<file path="src/hw/rtl/ncz_pkg.sv">
// ncz_pkg: types, constants and coefficient tables for the normal cdf / critical z block.
// No dependencies.
`default_nettype none
package ncz_pkg;

    localparam int QB    = 30;
    localparam int ACC_W = 34;
    localparam int BIS_W = 34;

    typedef logic signed [ACC_W-1:0] t_acc;

    // Coefficient in units of 1e-12, rounded to nearest Q30.
    function automatic longint to_q(input longint c);
        longint m;
        longint r;
        m = (c < 0) ? -c : c;
        r = (m * 64'sd262144 + 64'sd122070312) / 64'sd244140625;
        return (c < 0) ? -r : r;
    endfunction

    localparam t_acc C_LOW [0:8] = '{
        t_acc'(to_q(64'sd124818987)),     t_acc'(to_q(-64'sd1075204047)),
        t_acc'(to_q(64'sd5198775019)),    t_acc'(to_q(-64'sd19198292004)),
        t_acc'(to_q(64'sd59054035642)),   t_acc'(to_q(-64'sd151968751364)),
        t_acc'(to_q(64'sd319152932694)),  t_acc'(to_q(-64'sd531923007300)),
        t_acc'(to_q(64'sd797884560593))
    };

    localparam t_acc C_HIGH [0:14] = '{
        t_acc'(to_q(-64'sd45255659)),     t_acc'(to_q(64'sd152529290)),
        t_acc'(to_q(-64'sd19538132)),     t_acc'(to_q(-64'sd676904986)),
        t_acc'(to_q(64'sd1390604284)),    t_acc'(to_q(-64'sd794620820)),
        t_acc'(to_q(-64'sd2034254874)),   t_acc'(to_q(64'sd6549791214)),
        t_acc'(to_q(-64'sd10557625006)),  t_acc'(to_q(64'sd11630447319)),
        t_acc'(to_q(-64'sd9279453341)),   t_acc'(to_q(64'sd5353579108)),
        t_acc'(to_q(-64'sd2141268741)),   t_acc'(to_q(64'sd535310849)),
        t_acc'(to_q(64'sd999936657524))
    };

    localparam logic [3:0] LOW_LAST  = 4'd8;
    localparam logic [3:0] HIGH_LAST = 4'd14;

    typedef enum logic [3:0] {
        CMD_NONE,
        CMD_LOAD,
        CMD_SETZ,
        CMD_MYY,
        CMD_WINIT,
        CMD_HINIT,
        CMD_MUL,
        CMD_ADD,
        CMD_MAY,
        CMD_X2,
        CMD_CDF,
        CMD_BIS,
        CMD_OUT
    } t_cmd;

    typedef struct packed {
        logic func;
        logic p_bad;
        logic mag_zero;
        logic y_ge3;
        logic y_lt1;
        logic hmode;
        logic add_last;
        logic bis_last;
        logic out_free;
    } t_status;

endpackage
`default_nettype wire

</file>
<file path="src/hw/rtl/ncz_ifs.sv">
// ncz_ifs: valid/ready stream interfaces for the input and result channels.
// Depends on nothing.
`default_nettype none
interface ncz_in_if;
    logic        valid;
    logic        ready;
    logic        func;
    logic [27:0] z_value;
    logic [24:0] p_value;

    modport source (output valid, func, z_value, p_value, input ready);
    modport sink   (input valid, func, z_value, p_value, output ready);
endinterface

interface ncz_out_if;
    logic        valid;
    logic        ready;
    logic [24:0] probability;
    logic [26:0] critical_z;
    logic        p_invalid;

    modport source (output valid, probability, critical_z, p_invalid, input ready);
    modport sink   (input valid, probability, critical_z, p_invalid, output ready);
endinterface
`default_nettype wire

</file>
<file path="src/hw/rtl/ncz_ctrl.sv">
// ncz_ctrl: sequencing state machine for the Horner evaluation and bisection.
// Depends on ncz_pkg.
`default_nettype none
module ncz_ctrl (
    input  wire               i_clk,
    input  wire               i_rst_n,
    input  wire               i_in_valid,
    output logic              o_in_ready,
    input  ncz_pkg::t_status  i_status,
    output ncz_pkg::t_cmd     o_cmd
);
    import ncz_pkg::*;

    typedef enum logic [13:0] {
        S_IDLE  = 14'b00000000000001,
        S_LOAD  = 14'b00000000000010,
        S_DISP  = 14'b00000000000100,
        S_SETZ  = 14'b00000000001000,
        S_MYY   = 14'b00000000010000,
        S_WINIT = 14'b00000000100000,
        S_HINIT = 14'b00000001000000,
        S_MUL   = 14'b00000010000000,
        S_ADD   = 14'b00000100000000,
        S_MAY   = 14'b00001000000000,
        S_X2    = 14'b00010000000000,
        S_CDF   = 14'b00100000000000,
        S_BIS   = 14'b01000000000000,
        S_OUT   = 14'b10000000000000
    } t_state;

    t_state r_state;
    t_state n_state;

    assign o_in_ready = (r_state == S_IDLE);

    always_comb begin
        n_state = r_state;
        o_cmd   = CMD_NONE;
        unique case (r_state)
            S_IDLE: begin
                if (i_in_valid) begin
                    o_cmd   = CMD_LOAD;
                    n_state = S_LOAD;
                end
            end
            S_LOAD: begin
                n_state = (i_status.func && i_status.p_bad) ? S_OUT : S_DISP;
            end
            S_DISP: begin
                priority if (i_status.mag_zero || i_status.y_ge3) begin
                    n_state = S_CDF;
                end else if (i_status.y_lt1) begin
                    n_state = S_MYY;
                end else begin
                    n_state = S_HINIT;
                end
            end
            S_SETZ: begin
                o_cmd   = CMD_SETZ;
                n_state = S_DISP;
            end
            S_MYY: begin
                o_cmd   = CMD_MYY;
                n_state = S_WINIT;
            end
            S_WINIT: begin
                o_cmd   = CMD_WINIT;
                n_state = S_MUL;
            end
            S_HINIT: begin
                o_cmd   = CMD_HINIT;
                n_state = S_MUL;
            end
            S_MUL: begin
                o_cmd   = CMD_MUL;
                n_state = S_ADD;
            end
            S_ADD: begin
                o_cmd = CMD_ADD;
                if (!i_status.add_last) begin
                    n_state = S_MUL;
                end else begin
                    n_state = i_status.hmode ? S_CDF : S_MAY;
                end
            end
            S_MAY: begin
                o_cmd   = CMD_MAY;
                n_state = S_X2;
            end
            S_X2: begin
                o_cmd   = CMD_X2;
                n_state = S_CDF;
            end
            S_CDF: begin
                o_cmd   = CMD_CDF;
                n_state = i_status.func ? S_BIS : S_OUT;
            end
            S_BIS: begin
                o_cmd   = CMD_BIS;
                n_state = i_status.bis_last ? S_OUT : S_SETZ;
            end
            S_OUT: begin
                if (i_status.out_free) begin
                    o_cmd   = CMD_OUT;
                    n_state = S_IDLE;
                end
            end
            default: begin
                n_state = S_IDLE;
            end
        endcase
    end

    always_ff @(posedge i_clk) begin
        if (!i_rst_n) begin
            r_state <= S_IDLE;
        end else begin
            r_state <= n_state;
        end
    end

endmodule
`default_nettype wire

</file>
<file path="src/hw/rtl/ncz_dp.sv">
// ncz_dp: datapath with the shared Q30 multiplier, Horner accumulator,
// bisection bounds and the result register. Depends on ncz_pkg.
`default_nettype none
module ncz_dp #(
    parameter int FRAC_BITS    = 24,
    parameter int BISECT_STEPS = 24
) (
    input  wire               i_clk,
    input  wire               i_rst_n,
    input  ncz_pkg::t_cmd     i_cmd,
    output ncz_pkg::t_status  o_status,
    input  wire               i_func,
    input  wire        [27:0] i_z_value,
    input  wire        [24:0] i_p_value,
    output logic              o_valid,
    input  wire               i_ready,
    output logic       [24:0] o_probability,
    output logic       [26:0] o_critical_z,
    output logic              o_p_invalid
);
    import ncz_pkg::*;

    localparam int MAG_W = ((58 - FRAC_BITS) > BIS_W) ? (58 - FRAC_BITS) : BIS_W;
    localparam int CNT_W = $clog2(BISECT_STEPS);
    localparam int SP    = 31 - FRAC_BITS;
    localparam int SC    = QB - FRAC_BITS;
    localparam logic [32:0] HALF_P = 33'd1 << (SP - 1);
    localparam logic [34:0] HALF_C = (SC > 0) ? (35'd1 << ((SC > 0) ? SC - 1 : 0)) : 35'd0;
    localparam logic [MAG_W-1:0] Y1 = MAG_W'(64'd1 << QB);
    localparam logic [MAG_W-1:0] Y3 = MAG_W'(64'd3 << QB);
    localparam logic [BIS_W-1:0] OFF = BIS_W'(64'd6 << QB);
    localparam logic [BIS_W-1:0] TOP = BIS_W'(64'd12 << QB);
    localparam t_acc ONE_A = t_acc'(64'd1 << QB);
    localparam t_acc TWO_A = t_acc'(64'd2 << QB);
    localparam logic [31:0] ONE_D = 32'd1 << QB;
    localparam logic [63:0] HALF_R = 64'd1 << (QB - 1);
    localparam logic [24:0] P_LIM = (FRAC_BITS >= 25) ? 25'h1FFFFFF : 25'(64'd1 << FRAC_BITS);

    logic             r_func, r_pbad, r_neg, r_hmode, r_pneg;
    logic [31:0]      r_p31, r_d;
    logic [MAG_W-1:0] r_mag;
    logic [BIS_W-1:0] r_lo, r_hi, r_mid;
    logic [CNT_W-1:0] r_cnt;
    logic [3:0]       r_ci;
    t_acc             r_v, r_acc;
    logic [63:0]      r_prod;
    logic             r_ov;
    logic [24:0]      r_prob;
    logic [26:0]      r_crit;
    logic             r_pinv;

    logic [MAG_W-1:0] y;
    logic             y_ge3, y_lt1, mag_zero, p_bad_in;
    t_acc             acc_abs, v_abs, rnd_mag, rnd_s, coef, x_raw, x_cl;
    logic [31:0]      mul_a, mul_b, d_new;
    logic [27:0]      z_mag;
    logic [BIS_W-1:0] lo_new, hi_new, mid_new, m_abs;
    logic [BIS_W:0]   bis_sum;
    logic             mid_neg;

    assign y        = r_mag >> 1;
    assign y_ge3    = (y >= Y3);
    assign y_lt1    = (y < Y1);
    assign mag_zero = (r_mag == '0);
    assign acc_abs  = r_acc[ACC_W-1] ? -r_acc : r_acc;
    assign v_abs    = r_v[ACC_W-1] ? -r_v : r_v;
    assign rnd_mag  = t_acc'((r_prod + HALF_R) >> QB);
    assign rnd_s    = r_pneg ? -rnd_mag : rnd_mag;
    assign coef     = r_hmode ? C_HIGH[r_ci] : ((r_ci <= LOW_LAST) ? C_LOW[r_ci] : '0);
    assign z_mag    = i_z_value[27] ? (28'd0 - i_z_value) : i_z_value;
    assign p_bad_in = (i_p_value == '0) || (i_p_value >= P_LIM);
    assign mid_neg  = (r_mid < OFF);
    assign m_abs    = mid_neg ? (OFF - r_mid) : (r_mid - OFF);

    always_comb begin
        unique case (i_cmd)
            CMD_MYY: begin
                mul_a = y[31:0];
                mul_b = y[31:0];
            end
            CMD_MUL: begin
                mul_a = acc_abs[31:0];
                mul_b = v_abs[31:0];
            end
            CMD_MAY: begin
                mul_a = acc_abs[31:0];
                mul_b = y[31:0];
            end
            default: begin
                mul_a = '0;
                mul_b = '0;
            end
        endcase
    end

    always_comb begin
        x_raw = y_ge3 ? ONE_A : r_acc;
        priority if (x_raw[ACC_W-1]) begin
            x_cl = '0;
        end else if (x_raw > ONE_A) begin
            x_cl = ONE_A;
        end else begin
            x_cl = x_raw;
        end
        priority if (mag_zero) begin
            d_new = ONE_D;
        end else if (r_neg) begin
            d_new = ONE_D - x_cl[31:0];
        end else begin
            d_new = ONE_D + x_cl[31:0];
        end
    end

    always_comb begin
        if (r_d > r_p31) begin
            hi_new = r_mid;
            lo_new = r_lo;
        end else begin
            hi_new = r_hi;
            lo_new = r_mid;
        end
        bis_sum = {1'b0, lo_new} + {1'b0, hi_new};
        mid_new = bis_sum[BIS_W:1];
    end

    always_comb begin
        o_status.func     = r_func;
        o_status.p_bad    = r_pbad;
        o_status.mag_zero = mag_zero;
        o_status.y_ge3    = y_ge3;
        o_status.y_lt1    = y_lt1;
        o_status.hmode    = r_hmode;
        o_status.add_last = r_hmode ? (r_ci == HIGH_LAST) : (r_ci == LOW_LAST);
        o_status.bis_last = (r_cnt == CNT_W'(BISECT_STEPS - 1));
        o_status.out_free = !r_ov || i_ready;
    end

    always_ff @(posedge i_clk) begin
        unique case (i_cmd)
            CMD_LOAD: begin
                r_func <= i_func;
                r_pbad <= p_bad_in;
                r_p31  <= 32'({7'd0, i_p_value} << SP);
                r_lo   <= '0;
                r_hi   <= TOP;
                r_mid  <= OFF;
                r_cnt  <= '0;
                if (i_func) begin
                    r_neg <= 1'b0;
                    r_mag <= '0;
                end else begin
                    r_neg <= i_z_value[27];
                    r_mag <= MAG_W'(z_mag) << SC;
                end
            end
            CMD_SETZ: begin
                r_neg <= mid_neg;
                r_mag <= MAG_W'(m_abs);
            end
            CMD_MYY: begin
                r_prod <= mul_a * mul_b;
                r_pneg <= 1'b0;
            end
            CMD_WINIT: begin
                r_v     <= rnd_s;
                r_acc   <= C_LOW[0];
                r_ci    <= 4'd1;
                r_hmode <= 1'b0;
            end
            CMD_HINIT: begin
                r_v     <= t_acc'({2'b00, y[31:0]}) - TWO_A;
                r_acc   <= C_HIGH[0];
                r_ci    <= 4'd1;
                r_hmode <= 1'b1;
            end
            CMD_MUL: begin
                r_prod <= mul_a * mul_b;
                r_pneg <= r_acc[ACC_W-1] ^ r_v[ACC_W-1];
            end
            CMD_ADD: begin
                r_acc <= rnd_s + coef;
                r_ci  <= r_ci + 4'd1;
            end
            CMD_MAY: begin
                r_prod <= mul_a * mul_b;
                r_pneg <= r_acc[ACC_W-1];
            end
            CMD_X2: begin
                r_acc <= rnd_s <<< 1;
            end
            CMD_CDF: begin
                r_d <= d_new;
            end
            CMD_BIS: begin
                r_lo  <= lo_new;
                r_hi  <= hi_new;
                r_mid <= mid_new;
                r_cnt <= r_cnt + CNT_W'(1);
            end
            CMD_OUT: begin
                if (!r_func) begin
                    r_prob <= 25'(({1'b0, r_d} + HALF_P) >> SP);
                    r_crit <= '0;
                    r_pinv <= 1'b0;
                end else if (r_pbad) begin
                    r_prob <= '0;
                    r_crit <= '0;
                    r_pinv <= 1'b1;
                end else begin
                    r_prob <= '0;
                    r_crit <= 27'(({1'b0, m_abs} + HALF_C) >> SC);
                    r_pinv <= 1'b0;
                end
            end
            default: begin
            end
        endcase
    end

    always_ff @(posedge i_clk) begin
        if (!i_rst_n) begin
            r_ov <= 1'b0;
        end else if (i_cmd == CMD_OUT) begin
            r_ov <= 1'b1;
        end else if (i_ready) begin
            r_ov <= 1'b0;
        end
    end

    assign o_valid       = r_ov;
    assign o_probability = r_prob;
    assign o_critical_z  = r_crit;
    assign o_p_invalid   = r_pinv;

endmodule
`default_nettype wire

</file>
<file path="src/hw/rtl/normal_cdf_and_critical_z.sv">
// cdf item: low polynomial (|z|/2 < 1) or high polynomial (1 <= |z|/2 < 3), none
// when saturated or z = 0; critical z item: BISECT_STEPS bisection steps; invalid p
// goes straight to the result. Input is ready again once the result registers.
// One item at a time; each Horner step is a multiply and an add using the single
// shared 32x32 multiplier. Result register frees input during stall.
// Reset: synchronous active-low i_rst_n returns to idle, result register empty.
`default_nettype none
module normal_cdf_and_critical_z #(
    parameter int FRAC_BITS    = 24,
    parameter int BISECT_STEPS = 24
) (
    input  wire         i_clk,
    input  wire         i_rst_n,
    ncz_in_if.sink      i_in,
    ncz_out_if.source   o_out
);
    import ncz_pkg::*;

    t_cmd    cmd;
    t_status status;

    ncz_ctrl u_ctrl (
        .i_clk      (i_clk),
        .i_rst_n    (i_rst_n),
        .i_in_valid (i_in.valid),
        .o_in_ready (i_in.ready),
        .i_status   (status),
        .o_cmd      (cmd)
    );

    ncz_dp #(
        .FRAC_BITS    (FRAC_BITS),
        .BISECT_STEPS (BISECT_STEPS)
    ) u_dp (
        .i_clk         (i_clk),
        .i_rst_n       (i_rst_n),
        .i_cmd         (cmd),
        .o_status      (status),
        .i_func        (i_in.func),
        .i_z_value     (i_in.z_value),
        .i_p_value     (i_in.p_value),
        .o_valid       (o_out.valid),
        .i_ready       (o_out.ready),
        .o_probability (o_out.probability),
        .o_critical_z  (o_out.critical_z),
        .o_p_invalid   (o_out.p_invalid)
    );

endmodule
`default_nettype wire

</file>
<file path="src/flat_wrapper.sv">
// flat-port wrapper written by rule: the top's interface ports become plain ports
module normal_cdf_and_critical_z_flat import ncz_pkg::*;
#(
    parameter int FRAC_BITS    = 24,
    parameter int BISECT_STEPS = 24
)
  (i_clk, i_rst_n, i_in_valid, i_in_func, i_in_z_value, i_in_p_value, i_in_ready, o_out_valid, o_out_probability, o_out_critical_z, o_out_p_invalid, o_out_ready);
  ncz_in_if i_in_i ();
  ncz_out_if o_out_i ();
  input  wire i_clk;
  input  wire i_rst_n;
  input wire logic [$bits(i_in_i.valid)-1:0] i_in_valid;
  input wire logic [$bits(i_in_i.func)-1:0] i_in_func;
  input wire logic [$bits(i_in_i.z_value)-1:0] i_in_z_value;
  input wire logic [$bits(i_in_i.p_value)-1:0] i_in_p_value;
  output wire logic [$bits(i_in_i.ready)-1:0] i_in_ready;
  output wire logic [$bits(o_out_i.valid)-1:0] o_out_valid;
  output wire logic [$bits(o_out_i.probability)-1:0] o_out_probability;
  output wire logic [$bits(o_out_i.critical_z)-1:0] o_out_critical_z;
  output wire logic [$bits(o_out_i.p_invalid)-1:0] o_out_p_invalid;
  input wire logic [$bits(o_out_i.ready)-1:0] o_out_ready;
  assign i_in_i.valid = i_in_valid;
  assign i_in_i.func = i_in_func;
  assign i_in_i.z_value = i_in_z_value;
  assign i_in_i.p_value = i_in_p_value;
  assign i_in_ready = i_in_i.ready;
  assign o_out_valid = o_out_i.valid;
  assign o_out_probability = o_out_i.probability;
  assign o_out_critical_z = o_out_i.critical_z;
  assign o_out_p_invalid = o_out_i.p_invalid;
  assign o_out_i.ready = o_out_ready;
  normal_cdf_and_critical_z #(.FRAC_BITS(FRAC_BITS), .BISECT_STEPS(BISECT_STEPS)) u_core (.i_clk(i_clk), .i_rst_n(i_rst_n), .i_in(i_in_i), .o_out(o_out_i));
endmodule
</file>
<file path="config.mk">
export PLATFORM = sky130hd
export DESIGN_NAME = normal_cdf_and_critical_z_flat
export DESIGN_NICKNAME = d
export VERILOG_FILES = /design/src/hw/rtl/ncz_pkg.sv /design/src/hw/rtl/ncz_ifs.sv /design/src/hw/rtl/ncz_ctrl.sv /design/src/hw/rtl/ncz_dp.sv /design/src/hw/rtl/normal_cdf_and_critical_z.sv /design/src/flat_wrapper.sv
export SDC_FILE = /design/constraint.sdc
export NUM_CORES = 2
export LEC_CHECK = 0
export BUFFER_PORTS_ARGS = -buffer_cell sky130_fd_sc_hd__buf_4
export CAP_MARGIN = 20
export CORE_ASPECT_RATIO = 1.2
export CORE_MARGIN = 2
export CORE_UTILIZATION = 27
export CTS_BUF_LIST = sky130_fd_sc_hd__clkbuf_16
export DETAILED_ROUTE_END_ITERATION = 8
export HOLD_SLACK_MARGIN = 0.1
export PLACE_DENSITY = 0.49
export SLEW_MARGIN = 20
export SYNTH_ARGS = -nofsm -noshare
export SYNTH_HDL_FRONTEND = slang
export SYNTH_SLANG_ARGS = --single-unit
</file>
<file path="constraint.sdc">
create_clock -name i_clk -period 15.8 [get_ports i_clk]
set_clock_uncertainty 0.05 [all_clocks]
set_input_delay 3.16 -clock i_clk [delete_from_list [all_inputs] [get_ports i_clk]]
set_output_delay 3.16 -clock i_clk [all_outputs]
set_load 0.02 [all_outputs]
</file>
[Yosys cells after proc, flatten, opt, wreduce, memory -nomap -nowiden]
Memory sizes are Yosys's and may differ from the RTL's.
Index checks and enable logic that the tools add are counted.
Operators by class
  $add $sub $neg: 16
  multipliers: 1
  divide/modulo/power cells: 0
  order comparisons: 8
  eq/ne operators: 31
  shift operators: 0
  muxes and demuxes: 49
  bitwise operators: 3
  reductions and logical operators: 21
Operators with widths (number)
  34-bit 2-to-1 mux: 12
  34-bit one-hot mux with 2 select lines: 5
  14-bit one-hot mux with 13 select lines: 1
  32-bit 2-to-1 mux: 5
  34-bit one-hot mux with 4 select lines: 1
  32-bit one-hot mux with 2 select lines: 2
  14-bit 2-to-1 mux: 5
  64-bit by 30-bit adder with 64-bit output (second input constant): 1
  32-bit by 32-bit multiplier with 64-bit output: 1
  32-bit negator: 2
  4-bit one-hot mux with 12 select lines: 1
  12-bit 2-to-1 mux: 3
  34-bit by 34-bit adder with 35-bit output: 1
  34-bit adder: 1
  34-bit by 32-bit greater-than comparator with 1-bit output (second input constant): 1
  34-bit logical NOT: 1
  34-bit by 33-bit < comparator with 1-bit output (second input constant): 1
  34-bit negator: 1
  33-bit by 34-bit subtractor with 34-bit output (first input constant): 1
  34-bit by 33-bit subtractor with 34-bit output (second input constant): 1
  33-bit by 6-bit adder with 33-bit output (second input constant): 1
  33-bit by 32-bit greater-or-equal comparator with 1-bit output (second input constant): 1
  33-bit by 31-bit < comparator with 1-bit output (second input constant): 1
  32-bit by 32-bit subtractor with 33-bit output (second input constant): 1
  52 further kinds: 78
Word-level totals
  register bits after elaboration: 407
  latch bits: 0
  bits in writable memories: 0
  bits in read-only memories: 1088
  bits of input ports: 58
  output and inout bits: 55
  logic and storage cells: 152
  memories: 2
Memories
  (name not given): depth 16, width 34, read ports 1, clocked after Yosys merged registers in 0, write ports 0, RTL line ncz_dp.sv:69  | assign coef = r_hmode ? C_HIGH[r_ci] : ((r_ci <= LOW_LAST) ? C_LOW[r_ci] : '0);
  (name not given): depth 16, width 34, read ports 1, clocked after Yosys merged registers in 0, write ports 0, RTL line ncz_dp.sv:69

[Depth between registers and ports, before layout]
  word-level depth: 8
  depth in mapped cells: 40
  depth with buffers taken out: 36

[Modules after synthesis]
A second synthesis with hierarchy kept.
Unflattened totals
  cell total of the unflattened synthesis: 6560
  area total of the unflattened synthesis: 58484.8 µm²
By module, submodules not included
  ncz_dp: times used 1, cells an instance 6437, area each 57460.1 µm², seq. area each 10890.4 µm²
  ncz_ctrl: times used 1, cells an instance 123, area each 1024.7 µm², seq. area each 280.3 µm²

[Worst setup path before layout]
OpenSTA, ideal clock, no wires.
  kind: register to register
  start point: register u_core.u_dp.r_acc[11]
  end point: register u_core.u_dp.r_prod[54] (data pin)
  setup time: 0.261 ns
  arrival: 9.798 ns
  data required time: 15.489 ns
  path slack: 5.691 ns
  stages on the path, launching flop included: 35
  path buffers: 1
  clock period less this slack: 10.109 ns
  cells stage by stage: edfxtp_1 or3_4 or3_4 or3_4 or3_4 or3b_4 or3_4 nand2_1 xor2_1 o21a_2 buf_4 nor2_1 fa_1 fa_1 fa_1 inv_1 fa_1 inv_1 fa_1 fa_1 fa_1 inv_1 fa_1 inv_1 ha_1 a21o_1 a21o_1 a21o_1 o311a_1 o31a_2 a31oi_1 a31oi_1 o41ai_1 nand2b_1 xor2_1
On the way
  longest elaborated chain between the ends: 4
RTL lines
  from (decl): RTL line ncz_dp.sv:45  | t_acc r_v, r_acc;
  from (signal assigned): RTL line ncz_dp.sv:166  | r_acc <= C_LOW[0];
  from (signal assigned): RTL line ncz_dp.sv:172  | r_acc <= C_HIGH[0];
  from (signal assigned): RTL line ncz_dp.sv:181  | r_acc <= rnd_s + coef;
  32-bit negator: RTL line ncz_dp.sv:65  | assign acc_abs = r_acc[ACC_W-1] ? -r_acc : r_acc;
  32-bit 2-to-1 mux *: RTL line ncz_dp.sv:65
  32-bit one-hot mux with 2 select lines *: RTL line ncz_dp.sv:76  | unique case (i_cmd)
  32-bit by 32-bit multiplier with 64-bit output *: RTL line ncz_dp.sv:161, ncz_dp.sv:177, ncz_dp.sv:185
  to (signal assigned): RTL line ncz_dp.sv:161  | r_prod <= mul_a * mul_b;
  to (signal assigned): RTL line ncz_dp.sv:177  | r_prod <= mul_a * mul_b;
  to (signal assigned): RTL line ncz_dp.sv:185  | r_prod <= mul_a * mul_b;
  to (decl): RTL line ncz_dp.sv:46  | logic [63:0] r_prod;
Mark *: on every way between the ends. The rest lies on a longest branch, timed or not.
A chain may end at the register's enable or synchronous reset.

[Worst setup path after layout]
  start point: register u_core.u_dp.r_acc[4]
  end point: register u_core.u_dp.r_prod[61] (data pin)
Same word-level chain as after synthesis.

==> results_dict.tcl <==
set metrics [dict create \
    r2r_cells 34 \
    fin_tns_setup_ns 0 \
    setup_viol 0 \
    vdd_drop_max_uv 70.5 \
    hold_viol_final 0 \
    cts_buffers 42 \
    r2r_slack_ns 4.09 \
    die_w_um 429 \
    dieArea_sq_um 221000 \
    timing.final.ws_setup_ns 4.09 \
    regArea_sq_um 11200 \
    num_rows 187 \
    grt_usage 0.196 \
    drive_gt1_frac 0.0742 \
    post-cts-setup-buffers 0 \
    path_max_fanout 15 \
    rsz0062_at_grt "no" \
    multiInputGateArea_sq_um 42300 \
    power_density_nw_per_um2 37.7 \
    syn_nets 7912 \
    avgRoutedWirePerCell_um 23.0 \
    coreArea_sq_um 216000 \
    place_congestion 0.964 \
    synth.top_cell.area_share 0.307 \
    route.detailed.drc 0 \
    hold_path_class "flip-flop to flip-flop" \
    cts_resized 0 \
    num-fill-cells 22763 \
    worst_pin_slew_ns 1.10 \
    outcome "finished, final reports clean" \
    initial_core_util 0.271 \
    clock_path_buffers 3 \
    post-place-ws_ns 4.18 \
    final.period_utilization 0.741 \
    dpl_cell_area_sq_um 62800 \
    hold_buffers 0 \
    cts_sinks 377 \
    critPathSlowestCell "a41oi_1" \
    crit_path_end_kind "flip-flop" \
    drtIter0Drc 3440 \
    cp_top_family "adder cells" \
    synth.avg_cell_area_sq_um 8.89 \
    cts_tree "done" \
    period_minus_slack_ns 11.71 \
    crit_type "flip-flop to flip-flop" \
    syn-cell-area_sq_um 58500 \
    p_leak_nw 27.8 \
    slowest_delay_ns 0.59 \
    synth_top_cell_by_area "fa_1" \
    via_count 47106 \
    ys.flop_type "edfxtp_1" \
    crit-reg2reg-launch "u_core.u_dp.r_acc[4]" \
    ys_top_cells_by_area "fa_1 31%, edfxtp_1 19%, ha_1 8.0%" \
    cp_num_buf_inv 4 \
    io_pins 113 \
    relSlewSlack 0.259 \
    cap_violations 0 \
    grt_antenna_before_repair 9 \
    viasPerCell 5.00 \
    routed_wl_um 217000 \
    clk_latency_ns 0.61 \
    slew_violations 0 \
    arrival_ns 12.01 \
    synth_edf_count 362 \
    grt_max_degree 73 \
    die_h_um 514 \
    critPathLaunchType "flip-flop" \
    yosys_register_bits 377 \
    ys_warn_count 0 \
    clock.fmax_mhz 85.4 \
    synthArstFlopShare 0 \
    finalInstanceArea_sq_um 64300 \
    worstPathRequired_ns 16.10 \
    clkSlewWorstSetupHoldPaths_ns 0.06 \
    synthCells 6585 \
    crit_top_cell "fa_1" \
    layout.nets 7868 \
    overflow 0 \
    netlist-cell-type-count 100 \
    r2r_end "u_core.u_dp.r_prod[61]" \
    cts-root-buf "clkbuf_16" \
    area_delta_synth_final_pct 9.76 \
    h-tree-depth 2 \
    postRouteAntennaNets 0 \
    worstSetupEndpoint "u_core.u_dp.r_prod[61]" \
    portBuffers 112 \
    firstDrtPassIters 5 \
    synth-seq-area-share 0.191 \
    crit_start "u_core.u_dp.r_acc[4]" \
    cp_num_cells 34 \
    post-dp-hpwl_um 166000 \
    grt_pass1_wl_um 325000 \
    grt_pass1_vias 49882 \
]
==> state kept, by name, summed over array words and instances, names as in the netlist, 4 cells and up <==
| signal | flops |
|---|---|
| u_core.u_dp.r_d | 32 |
| u_core.u_dp.o_probability | 25 |
| u_core.u_dp.r_hi | 34 |
| u_core.u_dp.r_v | 33 |
| u_core.u_dp.r_ci | 4 |
| u_core.u_dp.r_prod | 35 |
| u_core.u_dp.r_acc | 34 |
| u_core.u_dp.o_critical_z | 27 |
| u_core.u_dp.r_cnt | 5 |
| u_core.u_ctrl.r_state | 14 |
| u_core.u_dp.r_mid | 34 |
| u_core.u_dp.r_mag | 34 |
| u_core.u_dp.r_lo | 34 |
| u_core.u_dp.r_p31 | 25 |
==> report_power, final <==
part	internal (mW)	switching, mW	leakage, nW
sequential	1.12	0.0367	3.52
combinational	0.0917	0.142	23.6
clock	0.594	0.439	0.696
==> tightest hold or removal path: stages (launching register included) <==
cell and delay [ns]:
edfxtp_1 0.34, mux2i_1 0.07, nor2_1 0.08
==> cell families (layout without fill, tap and decap cells) <==
kind of cell,count (synthesis),in the layout,synth area share
AO/OA/AOI/OAI,894,894,0.0977
XOR/XNOR,340,340,0.0511
adder cells (fa/ha/maj),1269,1269,0.386
buffers and inverters,1383,1371,0.0892
flip-flops,377,377,0.191
multiplexers,79,79,0.0152
other,0,4,0
AND/OR/NAND/NOR,2243,2243,0.170
==> per-layer routing <==
metal,up-vias,global-route usage,wire (um)
li1,20985,-,-
met1,24092,0.245,87700
met2,1577,0.336,105000
met3,442,0.0232,11900
met4,10,0.0983,12300
met5,-,0,67
==> cell usage in the layout, fill, tap and decap left out, types with 15 or more instances in the layout <==
master     synthesis  layout
inv_1           1048    1050
fa_1             897     897
nor2_1           843     842
nand2_1          818     816
ha_1             372     372
edfxtp_1         362     362
buf_4              3     244
a21oi_1          213     213
o21ai_0          221     193
xor2_1           185     185
xnor2_1          154     154
and2_1            96      96
a21o_1            92      92
nand3_1           89      89
nor3_1            72      71
mux2_2            68      68
o21a_1            72      59
clkbuf_16          0      43
nor4_1            42      41
nand4_1           39      39
or3_1             40      39
o21ai_1           30      36
o31ai_1           35      35
nand2b_1          34      33
and3_1            32      32
nor2b_1           26      25
o22ai_1           24      24
a211oi_1          23      23
a31oi_1           23      23
or2_2             22      22
o21ai_2            1      17
o21bai_1          16      16
a221o_1           16      16
or4_1             15      15
o211ai_1          15      15
dfxtp_1           15      15
==> synth_stat cells, types with 22 or more instances <==
cell type,count
inv_1,1048
fa_1,897
nor2_1,843
nand2_1,818
ha_1,372
edfxtp_1,362
clkbuf_1,287
o21ai_0,221
a21oi_1,213
xor2_1,185
xnor2_1,154
and2_1,96
a21o_1,92
nand3_1,89
nor3_1,72
o21a_1,72
mux2_2,68
nor4_1,42
or3_1,40
nand4_1,39
o31ai_1,35
nand2b_1,34
and3_1,32
o21ai_1,30
nor2b_1,26
buf_1,25
o22ai_1,24
a211oi_1,23
a31oi_1,23
or2_2,22
==> how the worst min path moves through the flow <==
stage / startpoint / endpoint / cells after the start / slack (ns)
finish: u_core.u_dp.r_lo[0] / u_core.u_dp.r_lo[0] / 2 / 0.55
global route: u_core.u_dp.r_cnt[0] / u_core.u_dp.r_cnt[0] / 1 / 0.58
global placement: u_core.u_dp.r_lo[0] / u_core.u_dp.r_lo[0] / 2 / 0.52
CTS: u_core.u_dp.r_lo[0] / u_core.u_dp.r_lo[0] / 2 / 0.55
detailed placement: u_core.u_dp.r_lo[0] / u_core.u_dp.r_lo[0] / 2 / 0.53
floorplan: u_core.u_dp.r_mag[31] / u_core.u_ctrl.r_state[4] / 1 / 0.48
==> area by class of cell <==
type	count	area share
multi-input combinational	4825	0.659
sequential	377	0.174
inverter	1051	0.0614
tap	2835	0.0552
timing repair buffer	244	0.0285
clock buffer	43	0.0167
clock inverter	33	0.00504
antenna	4	0.000156
==> through the flow <==
step / cells / hold slack [ns] / power [mW] / utilization
final: 9412 / 0.550 / 2.42 / 0.298
after global routing: 9409 / 0.576 / 2.50 / 0.297
after CTS: 9408 / 0.546 / 2.45 / 0.297
after detailed placement: 9332 / 0.526 / 1.41 / 0.291
after global placement: 9332 / 0.522 / 1.41 / 0.291
after floorplan: 6585 / 0.475 / 1.32 / -
Note: power is estimated with default switching activity, not from simulation.
